$ cat src/hw/rtl/binned_max_quality_store_defines.svh
// Assertion macros for the binned maximum quality store
`ifndef BINNED_MAX_QUALITY_STORE_DEFINES_SVH
`define BINNED_MAX_QUALITY_STORE_DEFINES_SVH

// same-cycle implication, clocked on clk, off during reset
`define BMQS_ASSERT_IMP(label, ante, cons, msg) \
	label: assert property (@(posedge clk) disable iff (!arst_n) (ante) |-> (cons)) \
		else $error(msg);

// next-cycle implication, clocked on clk, off during reset
`define BMQS_ASSERT_NXT(label, ante, cons, msg) \
	label: assert property (@(posedge clk) disable iff (!arst_n) (ante) |=> (cons)) \
		else $error(msg);

`endif

$ cat src/hw/rtl/bmqs_pkg.sv
// Shared constants, types and command/status structs for the binned maximum quality store
package bmqs_pkg;

	localparam int NUM_BINS    = 65536;
	localparam int ADDR_W      = $clog2(NUM_BINS);
	localparam int BIN_W       = 32;
	localparam int START_W     = 31;
	localparam int LEN_W       = 20;
	localparam int QUAL_W      = 8;
	localparam int IDX_W       = 16;
	localparam int BS_W        = 21;
	localparam int BSTART_W    = 36;
	localparam int DIV_CNT_W   = $clog2(START_W + 1);
	localparam int PADDR_W     = 3;
	localparam int PDATA_W     = 32;

	localparam logic [BS_W-1:0]   BIN_SIZE_RESET = BS_W'(100);
	localparam logic [QUAL_W-1:0] QUAL_MAX       = '1;

	// register index, taken from paddr[PADDR_W-1]
	localparam logic CFG_BIN_SIZE = 1'b0;

	typedef enum logic [6:0] {
		S_CLEAR = 7'b0000001,
		S_IDLE  = 7'b0000010,
		S_DIV   = 7'b0000100,
		S_WRD   = 7'b0001000,
		S_WWR   = 7'b0010000,
		S_RD    = 7'b0100000,
		S_FIN   = 7'b1000000
	} state_t;

	typedef struct packed {
		logic load;
		logic div_start;
		logic bin_load;
		logic mem_re;
		logic walk_we;
		logic clr_we;
		logic set_oor;
		logic out_load;
	} cmd_t;

	typedef struct packed {
		logic div_busy;
		logic rem_zero;
		logic bin_oob;
		logic clr_last;
	} sts_t;

endpackage

$ cat src/hw/rtl/bmqs_ctrl.sv
// Controller: table clear after reset, divide, bin walk, bin read and result hand-off
`include "binned_max_quality_store_defines.svh"

module bmqs_ctrl (
	input  logic           clk,
	input  logic           arst_n,
	input  logic           in_valid,
	input  logic           in_mode,
	output logic           in_ready,
	output logic           out_valid,
	input  logic           out_ready,
	output bmqs_pkg::cmd_t cmd,
	input  bmqs_pkg::sts_t sts
);

	bmqs_pkg::state_t state_q;
	bmqs_pkg::state_t state_d;
	logic             out_valid_q;
	logic             slot_free;

	assign slot_free = !out_valid_q || out_ready;
	assign in_ready  = (state_q == bmqs_pkg::S_IDLE);
	assign out_valid = out_valid_q;

	always_comb begin
		state_d = state_q;
		cmd     = '0;
		case (state_q)
			bmqs_pkg::S_CLEAR: begin
				cmd.clr_we = 1'b1;
				if (sts.clr_last) begin
					state_d = bmqs_pkg::S_IDLE;
				end
			end
			bmqs_pkg::S_IDLE: begin
				if (in_valid) begin
					cmd.load = 1'b1;
					if (in_mode) begin
						state_d = bmqs_pkg::S_RD;
					end else begin
						cmd.div_start = 1'b1;
						state_d       = bmqs_pkg::S_DIV;
					end
				end
			end
			bmqs_pkg::S_DIV: begin
				if (!sts.div_busy) begin
					cmd.bin_load = 1'b1;
					state_d      = bmqs_pkg::S_WRD;
				end
			end
			bmqs_pkg::S_WRD: begin
				if (sts.rem_zero) begin
					state_d = bmqs_pkg::S_FIN;
				end else if (sts.bin_oob) begin
					cmd.set_oor = 1'b1;
					state_d     = bmqs_pkg::S_FIN;
				end else begin
					cmd.mem_re = 1'b1;
					state_d    = bmqs_pkg::S_WWR;
				end
			end
			bmqs_pkg::S_WWR: begin
				cmd.walk_we = 1'b1;
				state_d     = bmqs_pkg::S_WRD;
			end
			bmqs_pkg::S_RD: begin
				cmd.mem_re = 1'b1;
				state_d    = bmqs_pkg::S_FIN;
			end
			bmqs_pkg::S_FIN: begin
				if (slot_free) begin
					cmd.out_load = 1'b1;
					state_d      = bmqs_pkg::S_IDLE;
				end
			end
			default: begin
				state_d = bmqs_pkg::S_CLEAR;
			end
		endcase
	end

	always_ff @(posedge clk or negedge arst_n) begin
		if (!arst_n) begin
			state_q     <= bmqs_pkg::S_CLEAR;
			out_valid_q <= 1'b0;
		end else begin
			state_q <= state_d;
			if (cmd.out_load) begin
				out_valid_q <= 1'b1;
			end else if (out_ready) begin
				out_valid_q <= 1'b0;
			end
		end
	end

	`BMQS_ASSERT_IMP(a_div_in_div_state, sts.div_busy, state_q == bmqs_pkg::S_DIV,
		"divider busy outside the divide state")
	`BMQS_ASSERT_IMP(a_out_load_free, cmd.out_load, !out_valid_q || out_ready,
		"result register overwritten while still held")
	`BMQS_ASSERT_NXT(a_accept_leaves_idle, in_valid && in_ready, state_q != bmqs_pkg::S_IDLE,
		"accepted transaction did not start work")

endmodule

$ cat config.mk
export PLATFORM = sky130hd
export DESIGN_NAME = bmqs_ctrl
export DESIGN_NICKNAME = d
export VERILOG_FILES = /design/src/hw/rtl/bmqs_pkg.sv /design/src/hw/rtl/bmqs_ctrl.sv
export VERILOG_INCLUDE_DIRS = /design/src /design/src/hw/rtl
export SDC_FILE = /design/constraint.sdc
export NUM_CORES = 1
export LEC_CHECK = 0
export BUFFER_PORTS_ARGS = -buffer_cell sky130_fd_sc_hd__clkbuf_2
export CORE_AREA = 2 2 39 41
export CTS_CLUSTER_SIZE = 16
export DETAILED_ROUTE_END_ITERATION = 7
export DIE_AREA = 0 0 41 43
export GPL_TIMING_DRIVEN = 1
export SYNTH_ARGS = -nofsm -noshare
export SYNTH_HDL_FRONTEND = slang
export SYNTH_SLANG_ARGS = --single-unit
$ cat constraint.sdc
create_clock -name clk -period 2.4 [get_ports clk]
set_input_delay 0 -clock clk [delete_from_list [all_inputs] [get_ports clk]]
set_output_delay 0 -clock clk [all_outputs]
set_load 0.05 [all_outputs]
# Word level (Yosys, flattened, before mapping)
# Cells that the tools add are included.
[totals] reg_bits=8 in_bits=9 output_inout_bits=10
[classes] n_eq_ne=11 muxes=25 n_reduce_logical=4
[op_table] operator="one-hot mux 7 bit (7 select lines)" n=1
[op_table] operator="2-to-1 mux 7 bit" n=6
[op_table] operator="2-to-1 mux 1 bit" n=14
[op_table] operator="inequality test 2 bit (second input constant)" n=4
[op_table] operator="equality test 7 x 1 -> 1 bit (second input constant)" n=1
[op_table] operator="equality test 7 x 2 -> 1 bit (second input constant)" n=1
[op_table] operator="equality test 7 x 3 -> 1 bit (second input constant)" n=1
[op_table] operator="equality test 7 x 4 -> 1 bit (second input constant)" n=1
[op_table] operator="equality test 7 x 5 -> 1 bit (second input constant)" n=1
[op_table] operator="equality test 7 x 6 -> 1 bit (second input constant)" n=1
[op_table] operator="equality test 7 bit (second input constant)" n=1
[op_table] operator="2-to-1 mux 6 bit" n=1
[op_table] operator="2-to-1 mux 2 bit" n=2
[op_table] operator="AND reduction 4 bit" n=1
[op_table] operator="one-hot mux 1 bit (2 select lines)" n=1
[op_table] operator="nonzero test 2 bit" n=1
[op_table] operator="logical NOT 1 bit" n=1
[op_table] operator="logical OR 1 bit" n=1

# Longest topological paths before layout
# Gate-level depths: netlist of run 1.
[logic_depth] ltp_word=5 ltp_mapped=4 mapped_depth_nobuf=4

# Worst setup path after synthesis of run 1
# No wires, ideal clock.
[synth_path] path_type="register -> output" startpoint="register state_q[2]" endpoint="output port cmd[1] (netlist bit)" slack_ps=405 stages_incl_launch_ff=4 arrival_ps=1995 path_cell_list="dfrtp_1 > nor3_2 > nand3_1 > nor3b_1"
[synth_lines] element="start: declaration" line_no="bmqs_ctrl.sv:16" rtl="bmqs_pkg::state_t state_q;"
[synth_lines] element="start signal: assignment" line_no="bmqs_ctrl.sv:85" rtl="state_q <= bmqs_pkg::S_CLEAR;"
[synth_lines] element="start signal: assignment" line_no="bmqs_ctrl.sv:88" rtl="state_q <= state_d;"
[synth_lines] element="end: declaration" line_no="bmqs_ctrl.sv:12" rtl="output bmqs_pkg::cmd_t cmd,"

==> results.sh, run 1 <==
export IMPL_met3_length_um=61
export IMPL_crit_family="simple AND/OR/NAND/NOR gates"
export IMPL_preCtsSetupSlack_ns=0.982
export IMPL_period_minus_slack_ns=1.70
export IMPL_dieWidth_um=41
export IMPL_hold_class="input port to register"
export IMPL_place_area_um2=618
export IMPL_dp_cells=93
export IMPL_antenna_cells=0
export IMPL_port_buffers=18
export IMPL_ys_ff_latch=8
export IMPL_violations="negative hold slack"
export IMPL_grt_pass1_wl_mm=1.97
export IMPL_synth_area_um2=508
export IMPL_syn_inst=59
export IMPL_run_status="finished, violations left"
export IMPL_total_power_mw=0.583
export IMPL_cp_num_buf_inv=1
export IMPL_path_cells="nor4_2 -> nand2b_1 -> nor2_1 -> clkbuf_2"
export IMPL_stdcell_count=100
export IMPL_cts_tree="built"
export IMPL_dieArea_mm2=0.00176
export IMPL_worst_pin_slew_ns=0.353
export IMPL_slew_violations=0
export IMPL_switching_share_pct=44.5
export IMPL_finalCritPeriodShare_pct=70.8
export IMPL_hold_buffers=3
export IMPL_finalSetupViolCount=0
export IMPL_fmax_ghz=0.589
export IMPL_setup_tns_final_ns=0
export IMPL_grt_usage_pct=16.7
export IMPL_postLayoutCoreUtil_pct=48.7
export IMPL_clk_latency_ns=0.26
export IMPL_wl_met2_um=613
export IMPL_critPathLaunchType="register"
export IMPL_htree_levels=1
export IMPL_synth_cell_type_count=29
export IMPL_ys_seq_area_share_pct=39.7
export IMPL_synth_warning_count=0
export IMPL_required_ns=2.40
export IMPL_final_hold_viol_count=1
export IMPL_crit_type="register to primary output"
export IMPL_critPathSlowestCell="dfrtp_1"
export IMPL_io_pins=19
export IMPL_cts_setup_buffers=0
export IMPL_path_clk_slew_ns=0.06
export IMPL_grt_max_degree=9
export IMPL_clockPowerShare_pct=19.9
export IMPL_first_pass_iters=4
export IMPL_hpwlAfterDp_um=938
export IMPL_drcViolationCount=0
export IMPL_drtIter0Drc=4
export IMPL_cts_sinks=8
export IMPL_die_h_um=43
export IMPL_setup_ws_ns=0.701
export IMPL_start_util_pct=36.7
export IMPL_power_density_mw_per_mm2=864
export IMPL_crit_path_end_kind="primary output"
export IMPL_cts_path_max_buffers=2
export IMPL_vias=517
export IMPL_antenna_left=0
export IMPL_drv_cap=0
export IMPL_gp_congestion=0.817
export IMPL_synth_fp_nets=68
export IMPL_first_global_vias=456
export IMPL_p_int_mw=0.323
export IMPL_num_fill_cells=147
export IMPL_placementRows=14
export IMPL_drt_met1_wl_um=506
export IMPL_final_nets=94
export IMPL_grt_ovfl_total=0
export IMPL_seqPwrFrac_pct=33.2
export IMPL_combPwrFrac_pct=46.9
export IMPL_max_slew_margin_pct=76.4
export IMPL_routed_wl_mm=1.20
export IMPL_via_per_inst=5.17
export IMPL_coreArea_mm2=0.00138
export IMPL_wl_per_cell_um=12.0
export IMPL_fin_worst_skew_ns=0.00539
export IMPL_antenna_found_initial=0
export IMPL_hold_ws_ns=-0.00144
export IMPL_cts_made_buffers=3
export IMPL_ir_drop_uv=372
export IMPL_arrival_ns=1.70
export IMPL_leakagePower_nw=0.335
export IMPL_cts_repair_resized=0
export IMPL_rsz0062_at_grt="false"
export IMPL_drive_above_1_share_pct=34.5
export IMPL_top_layer="met4"
export IMPL_syn2layout_area_growth_pct=32.8
export IMPL_ctsRootBufferMaster="clkbuf_4"
export IMPL_p_sw_mw=0.259
export IMPL_critPathMaxStageDelay_ns=0.45
export IMPL_syn_area_per_cell_um2=8.61
export IMPL_fin_area_um2=674
export IMPL_critPathMaxFanout=6
## placed cells by master, fill, tap and decap left out, types with 2 or more instances in the layout
cell	instances
a21oi_1	3
clkbuf_2	18
clkbuf_4	3
dfrtp_1	7
dlygate4sd3_1	3
nand2_1	3
nand2b_1	4
nor2_1	12
nor2b_1	3
o21ai_0	2
o22ai_1	2
or2_2	2
or2b_1	2
## worst register-to-register path, stage by stage, from the launching register on
cell     delay [ns]
dfrtp_1        0.45
nor4_2         0.34
nand3_2        0.19
o22ai_1        0.19
o32ai_1        0.10
## per-layer routing
metal	up-vias	GRT usage [%]
li1	260	-
met4	0	8.00
met2	14	24.4
met3	2	3.14
met1	241	22.8
met5	-	0
## cells by family after synthesis
kind of cell    Yosys count  synth area share (%)
simple gates             36                  40.9
compound gates           14                  18.7
flops                     8                  39.7
buf+inv                   1                 0.738
## cells in the mapped netlist
cell      count  area [um^2]
nor3_2        1         10.0
nand4_1       1         6.26
or2b_1        2         15.0
o31ai_2       1         12.5
o22ai_1       2         12.5
o22a_1        1         8.76
o21ai_1       1         5.00
a21oi_1       3         15.0
nor3b_1       1         7.51
and2b_1       1         7.51
nand2_2       1         6.26
nor4_2        1         12.5
nand2b_1      4         25.0
nor2_1       12         45.0
nand3_2       1         10.0
nand3_1       1         5.00
o32ai_1       1         8.76
dfstp_2       1         26.3
or2_2         2         12.5
o21a_1        1         7.51
nand2_1       3         11.3
inv_1         1         3.75
dfrtp_1       7          175
and3_1        1         6.26
a21o_1        1         7.51
a211oi_1      1         7.51
and3b_1       1         8.76
nor2b_1       3         18.8
o21ai_0       2         10.0
## flip-flops by register name (all words and copies together) (netlist names)
name	flops
out_valid	1
state_q	7
## layout make-up
| class | instances | area, um^2 | share of cell area (%) |
|---|---|---|---|
| Tap cell | 16 | 20.0 | 2.97 |
| Sequential cell | 8 | 201 | 29.9 |
| Inverter | 1 | 3.75 | 0.557 |
| Clock buffer | 4 | 26.3 | 3.90 |
| Multi-Input combinational cell | 50 | 303 | 44.9 |
| Timing Repair Buffer | 21 | 120 | 17.8 |
## power by group through the flow
stage	logic [mW]	registers, mW	clock network [mW]
6_report	0.273	0.193	0.116
5_1_grt	0.298	0.197	0.125
4_1_cts	0.275	0.192	0.118
3_5_place_dp	0.271	0.195	0
3_3_place_gp	0.270	0.195	0
2_1_floorplan	0.218	0.188	0
## final timing paths
check                                       startpoint  slack [ns]                     end  depth (start not counted)
worst max-delay path            state_q[5]$_DFFE_PN0P_        0.70                  cmd[3]                          4
worst min-delay path                           in_mode      -0.001  state_q[5]$_DFFE_PN0P_                          2
worst max register to register  state_q[5]$_DFFE_PN0P_        1.02  state_q[1]$_DFFE_PN0P_                          4
worst min register to register   out_valid$_DFFE_PN0P_        0.60   out_valid$_DFFE_PN0P_                          2
max in group asynchronous                       arst_n        2.04  state_q[0]$_DFFE_PN1P_                          2
min in group asynchronous                       arst_n        0.11  state_q[1]$_DFFE_PN0P_                          2
Power figures use the tool's default switching activity.
==> inputs of run 2 (changes only) <==
clock period = 1.6 ns   (was 2.4 ns; I/O delays follow)
==> run 2 against run 1 <==
The flow still finishes with violations (negative hold slack). Wire length up 3.2%. Global-route usage up 0.24 points. Cell count up 3.0%.
==> results.sh, run 2 (synthesis gave the netlist of run 1 again) <==
export IMPL_antenna_found_initial=0
export IMPL_drtIter0Drc=8
export IMPL_ctsRootBufferMaster="clkbuf_4"
export IMPL_placementRows=14
export IMPL_whs_path_depth=2
export IMPL_hpwlAfterDp_um=913
export IMPL_num_fill_cells=130
export IMPL_leakagePower_nw=0.362
export IMPL_max_slew_margin_pct=81.5
export IMPL_vias=520
export IMPL_layout_area_seq_um2=204
export IMPL_fin_worst_skew_ns=0.00192
export IMPL_io_pins=19
export IMPL_arrival_ns=1.55
export IMPL_place_area_um2=633
export IMPL_coreArea_mm2=0.00138
export IMPL_preCtsSetupSlack_ns=0.149
export IMPL_grtUsageMet3_pct=3.14
export IMPL_via_per_inst=5.05
export IMPL_antenna_cells=0
export IMPL_wl_per_cell_um=12.0
export IMPL_most_common_layout_cells="clkbuf_2 (12), nor2_1 (9), buf_4 (6), dfrtp_1 (5), nand2b_1 (4)"
export IMPL_p_sw_mw=0.411
export IMPL_crit_path_end_kind="primary output"
export IMPL_reg2reg_from="state_q[1]$_DFFE_PN0P_"
export IMPL_first_pass_iters=4
export IMPL_finalCritPeriodShare_pct=96.7
export IMPL_crit_type="register to primary output"
export IMPL_rsz0062_at_grt="true"
export IMPL_drive_above_1_share_pct=46.0
export IMPL_cts_sinks=8
export IMPL_grt_pass1_wl_mm=1.99
export IMPL_fmax_ghz=0.646
export IMPL_r2r_end="state_q[0]$_DFFE_PN1P_"
export IMPL_multiInputGateArea_um2=333
export IMPL_run_status="finished, violations left"
export IMPL_setup_worst_path_end="cmd[0]"
export IMPL_final_hold_viol_count=1
export IMPL_cts_path_max_buffers=2
export IMPL_power_density_mw_per_mm2=1230
export IMPL_critPathMaxFanout=7
export IMPL_clk_latency_ns=0.26
export IMPL_period_minus_slack_ns=1.55
export IMPL_violations="negative hold slack"
export IMPL_largest_reg_flops=7
export IMPL_stdcell_count=103
export IMPL_dp_cells=93
export IMPL_cts_tree="built"
export IMPL_syn2layout_area_growth_pct=48.5
export IMPL_ir_drop_uv=670
export IMPL_grtUsageMet2_pct=22.2
export IMPL_grt_usage_pct=16.9
export IMPL_fin_area_um2=754
export IMPL_hold_ws_ns=-0.00847
export IMPL_port_buffers=18
export IMPL_die_h_um=43
export IMPL_regMostFlops="state_q"
export IMPL_required_ns=1.60
export IMPL_clockPowerShare_pct=18.7
export IMPL_start_util_pct=36.7
export IMPL_final_common_cell="clkbuf_2"
export IMPL_grt_max_degree=9
export IMPL_antenna_left=0
export IMPL_critPathLaunchType="register"
export IMPL_final_nets=97
export IMPL_setup_tns_final_ns=0
export IMPL_gp_congestion=0.830
export IMPL_routed_wl_mm=1.23
export IMPL_cts_made_buffers=3
export IMPL_grt_busiest_layer="met1"
export IMPL_seqPwrFrac_pct=33.0
export IMPL_hold_class="input port to register"
export IMPL_dieWidth_um=41
export IMPL_grt_ovfl_total=0
export IMPL_drcViolationCount=0
export IMPL_slew_violations=0
export IMPL_switching_share_pct=44.2
export IMPL_dieArea_mm2=0.00176
export IMPL_grtUsageMet1_pct=24.9
export IMPL_setup_ws_ns=0.0531
export IMPL_path_clk_slew_ns=0.06
export IMPL_finalSetupViolCount=0
export IMPL_reg2regPathDepth=5
export IMPL_rrSetupSlack_ns=0.19
export IMPL_combPwrFrac_pct=48.3
export IMPL_worst_pin_slew_ns=0.278
export IMPL_htree_levels=1
export IMPL_first_global_vias=459
export IMPL_crit_path_start="state_q[1]$_DFFE_PN0P_"
export IMPL_p_int_mw=0.518
export IMPL_drv_cap=0
[run 2: how the worst min path moves through the flow]
stage,start,end,slack (ns)
global placement,arst_n,state_q[6]$_DFFE_PN0P_,-0.14
floorplan,arst_n,out_valid$_DFFE_PN0P_,-0.30
finish,in_valid,state_q[1]$_DFFE_PN0P_,-0.008
global route,in_valid,state_q[1]$_DFFE_PN0P_,0.01
CTS,in_valid,state_q[1]$_DFFE_PN0P_,0.002
detailed placement,arst_n,state_q[4]$_DFFE_PN0P_,-0.14
[run 2: layout make-up]
class	count	area share, %
Timing Repair Buffer	24	22.2
Multi-Input combinational cell	50	44.1
Sequential cell	8	27.0
Tap cell	16	2.65
Inverter	1	0.498
Clock buffer	4	3.48
[run 2: worst max-delay path, stage by stage (launching register included)]
cell and delay [ns]:
dfrtp_2 0.45, nor4_4 0.32, nand3_2 0.19, nor2b_2 0.16
buf_6 0.16
[run 2: layer usage]
metal,vias to the layer above,routed length [um]
li1,267,-
met3,2,68
met2,20,562
met1,231,583
met5,-,0
met4,0,18
[run 2: per-stage QoR]
step / utilization (%) / total power, mW
2_1_floorplan: - / 0.616
3_5_place_dp: 45.8 / 0.704
5_1_grt: 54.5 / 0.984
3_3_place_gp: 45.8 / 0.706
4_1_cts: 51.3 / 0.898
6_report: 54.5 / 0.929
[run 2: power by group through the flow]
stage               logic [mW]  registers (mW)  clock network (mW)
floorplan                0.334           0.282                   0
global placement         0.415           0.291                   0
detailed placement       0.411           0.293                   0
CTS                      0.425           0.303               0.170
global route             0.488           0.313               0.183
finish                   0.449           0.306               0.173
[run 2: timing repair]
item,CTS,global route
resized for setup,7,13
pin swaps,0,4
buffers inserted,0,4
hold buffers,2,0
endpoints found under the setup margin,5,7
hold endpoints to repair,9,0
